[src/rtl/ilie_pkg.sv]
package ilie_pkg;

   // Storage geometry.
   localparam int CAPACITY   = 64;
   localparam int WORD_W     = 64;
   localparam int IDX_W      = $clog2(CAPACITY);
   localparam int INDEX_W    = 7;
   localparam int COUNT_W    = 7;
   localparam int GROUP_SIZE = 8;
   localparam int GROUPS     = CAPACITY / GROUP_SIZE;

   // Answer to a read outside the list: the double 9999.0.
   localparam logic [WORD_W-1:0] BAD_READ_PATTERN = 64'h40C3_8780_0000_0000;

   typedef enum logic [1:0] {
      MODE_APPEND = 2'd0,
      MODE_READ   = 2'd1,
      MODE_ERASE  = 2'd2,
      MODE_INSERT = 2'd3
   } mode_type;

   typedef enum logic [1:0] {
      STATUS_OK    = 2'd0,
      STATUS_RANGE = 2'd1,
      STATUS_FULL  = 2'd2
   } status_type;

   // What the cells do with one request. An append is an insert at the count.
   typedef enum logic [1:0] {
      OP_HOLD   = 2'd0,
      OP_INSERT = 2'd1,
      OP_ERASE  = 2'd2
   } op_type;

   typedef struct packed {
      op_type            op;
      logic [IDX_W-1:0]  pos;
      logic [WORD_W-1:0] word;
   } cell_cmd_type;

endpackage

[src/rtl/ilie_cell.sv]
module ilie_cell (
   input  logic                                  clock,
   input  ilie_pkg::cell_cmd_type                cmd,
   input  logic [ilie_pkg::IDX_W-1:0]            cell_index,
   input  logic [ilie_pkg::WORD_W-1:0]           left_word,
   input  logic [ilie_pkg::WORD_W-1:0]           right_word,
   output logic [ilie_pkg::WORD_W-1:0]           word,
   output logic [ilie_pkg::WORD_W-1:0]           tap
);
   import ilie_pkg::*;

   logic [WORD_W-1:0] word_ff;
   logic [WORD_W-1:0] word_in;

   always_comb begin
      word_in = word_ff;
      case (cmd.op)
         OP_INSERT: begin
            if (cell_index == cmd.pos) begin
               word_in = cmd.word;
            end else if (cell_index > cmd.pos) begin
               word_in = left_word;
            end
         end
         OP_ERASE: begin
            if (cell_index >= cmd.pos) begin
               word_in = right_word;
            end
         end
         default: begin
            word_in = word_ff;
         end
      endcase
   end

   always_ff @(posedge clock) begin
      word_ff <= word_in;
   end

   assign word = word_ff;
   // Only the addressed cell puts its word on the read tap.
   assign tap  = (cell_index == cmd.pos) ? word_ff : '0;

endmodule

[config.mk]
export PLATFORM = sky130hd
export DESIGN_NAME = ilie_cell
export DESIGN_NICKNAME = d
export VERILOG_FILES = /design/src/rtl/ilie_pkg.sv /design/src/rtl/ilie_cell.sv
export SDC_FILE = /design/constraint.sdc
export NUM_CORES = 1
export LEC_CHECK = 0
export ABC_CLOCK_PERIOD_IN_PS = 6500
export BUFFER_PORTS_ARGS = -buffer_cell sky130_fd_sc_hd__buf_2
export CAP_MARGIN = 20
export CORE_AREA = 2 2 131 133
export CTS_BUF_LIST = sky130_fd_sc_hd__clkbuf_8
export CTS_CLUSTER_SIZE = 10
export DETAILED_ROUTE_END_ITERATION = 12
export DIE_AREA = 0 0 133 135
export HOLD_SLACK_MARGIN = 0.05
export PLACE_DENSITY = 0.61
export SLEW_MARGIN = 0
export SYNTH_ARGS = -nofsm -noshare
export SYNTH_HDL_FRONTEND = slang
export SYNTH_SLANG_ARGS = --single-unit
export TNS_END_PERCENT = 50
[constraint.sdc]
create_clock -name clock -period 6.5 [get_ports clock]
set_input_delay 0.325 -clock clock [delete_from_list [all_inputs] [get_ports clock]]
set_output_delay 0.325 -clock clock [all_outputs]
set_load 0.05 [all_outputs]
==> run summary <==
Setup TNS: 0 ps
Util after Layout: 37.5%
Post-synthesis instance total: 464
CP endpoint kind: output port
Crit Path Class: input pin to output port
Largest net degree at the start of global routing: 71
Die area: 0.0180 mm^2
Worst min path class: input pin to flip-flop
CP Data Arrival Time: 3010 ps
Placed cell count: 971
Total track usage: 17.9%
Cts repair resizes: 0
CP startpoint kind: input pin
Number of global-route vias before repair: 4563
Cts bufs inserted: 9
CTS tree: yes
Syn. warnings: 0
Final worst slack: 3170 ps
First-pass GRT wire length: 24.7 mm
DRT Pass-1 Iters: 5
Max Cap Violations: 0
CTS root buf: clkbuf_8
Initial DRC count: 310
Hpwl dp: 12.5 mm
Hold Buf Count CTS: 0
VDD IR max: 0.0931 mV
Final Hold Viols: 0
Part of the Yosys area used for sequential elements: 46.4%
Routed vias/inst: 4.93
Synth unique cells: 25
Io pins: 335
Cell row count: 47
Unrepaired setup endpoints after global routing: no
Core Footprint: 0.0164 mm^2
Die Span Y: 135 um
Flops & latches, synth: 64
Largest cells by area after synthesis: edfxtp_1, nand4_1, a31oi_1, and2_1, o21ai_0
Share of cells above drive strength 1: 47.1%
Die width: 133 um
Normalized max-slew margin: 50.3%
Fmax: 300 MHz
Nets: 976
Outcome: complete, no violations
Cell Area, Synth: 0.00414 mm^2
Hold slack: 323 ps
CTS clk-pin slew, worst paths: 70 ps
Minimum clock period: 3330 ps
Final non-filler cell total: 988
Post-place setup slack: 2880 ps
Area growth syn-to-layout: 48.6%
Crit path max fanout: 36
DR WL/cell: 17.2 um
# setup viols final: 0
Max reg flops: 64
GRT overflow: 0
H-tree depth: 3
Initial antenna violation count: 1
Antenna viol nets, final: 0
Synth top area share: 46.4%
Critical path required time: 6170 ps
Fin crit share: 51.2%
Worst slew pin tran: 746 ps
Syn Nets: 677
Largest area contributor in the netlist: edfxtp_1
Syn_area_per_cell: 8.93 um^2
Power Density: 229 mW/mm^2
Post-CTS setup buffers: 0
GPL Wtd Cong: 0.854
IO buf count: 334
CTS Sinks: 64
Via count: 4868
Leakage power: 2.79 nW
DRC Markers: 0
Post-Route WL: 17.0 mm
Clock Tree Buf Depth: 2
Fin. max-slew vios: 0
Initial Util: 25.2%
## layer usage
layer	GRT usage, %	up-vias	routed length, um	part of all wire, %
li1	-	2335	-	-
met1	22.0	2231	6890	41
met2	30.0	274	8180	48
met3	4.28	28	1500	8.8
met4	7.77	0	413	2.4
met5	0	-	0	0
## worst paths after layout
kind	startpoint	end	slack (ps)	cells past startpoint
worst min-delay path	right_word[41]	word[41]$_DFFE_PP_	320	3
worst max-delay path	cell_index[1]	tap[26]	3170	8
## through the flow
stage / cell area (um^2) / power, mW
2_1_floorplan: 4140 / 0.892
3_3_place_gp: 5900 / 1.05
3_5_place_dp: 5920 / 1.06
4_1_cts: 6120 / 1.43
5_1_grt: 6150 / 1.47
6_report: 6150 / 1.41
## worst max-delay path, stage by stage
cell and delay, ps:
buf_2 100, ha_2 760, buf_4 480, nand2_2 130
nor2_4 500, buf_16 240, and2_1 140, buf_2 260
## logic make-up after synthesis
logic type	count (synthesis)	synth area share [%]
AO/OA/AOI/OAI	132	18.0
XOR/XNOR	1	0.212
adder cells (fa/ha/maj)	6	1.81
buffers and inverters	61	7.07
flip-flops	64	46.4
AND/OR/NAND/NOR	200	26.5
## placed cells by master, fill, tap and decap left out, drive strengths merged, types with 2 or more instances in the layout
| cell type | instances |
|---|---|
| a31oi | 64 |
| and2 | 64 |
| buf | 343 |
| bufinv | 2 |
| clkbuf | 9 |
| clkinv | 4 |
| edfxtp | 64 |
| ha | 6 |
| inv | 6 |
| nand3 | 2 |
| nand4 | 65 |
| nor2 | 65 |
| o21ai | 65 |
## cells in the mapped netlist
library cell / number
nand3_1: 2
buf_2: 17
a41oi_1: 1
ha_1: 6
buf_6: 5
inv_1: 6
a21o_1: 1
nor2_1: 64
nor2b_1: 1
buf_4: 1
nor2_4: 1
a31oi_1: 64
nand2_1: 1
and4_4: 1
o21ai_0: 55
a21oi_1: 1
nand4_1: 65
xnor2_1: 1
and2_1: 64
clkbuf_2: 1
clkbuf_1: 27
nand2b_1: 1
buf_1: 4
o21ai_1: 10
edfxtp_1: 64
## area by class of cell
| cell class | count | area, um^2 |
|---|---|---|
| clock inverter | 6 | 75.1 |
| sequential | 64 | 1920 |
| clock buffer | 9 | 124 |
| timing repair buffer | 343 | 1770 |
| fill | 1710 | 10300 |
| inverter | 6 | 22.5 |
| tap | 220 | 275 |
| multi-input combinational | 339 | 1960 |
| antenna | 1 | 2.50 |
## power breakdown
group / switching [mW] / total (mW) / internal, mW
clock network: 0.153 / 0.362 / 0.209
registers: 0.0326 / 0.559 / 0.527
logic: 0.363 / 0.487 / 0.123
total: 0.549 / 1.41 / 0.859
Power figures use the tool's default switching activity.
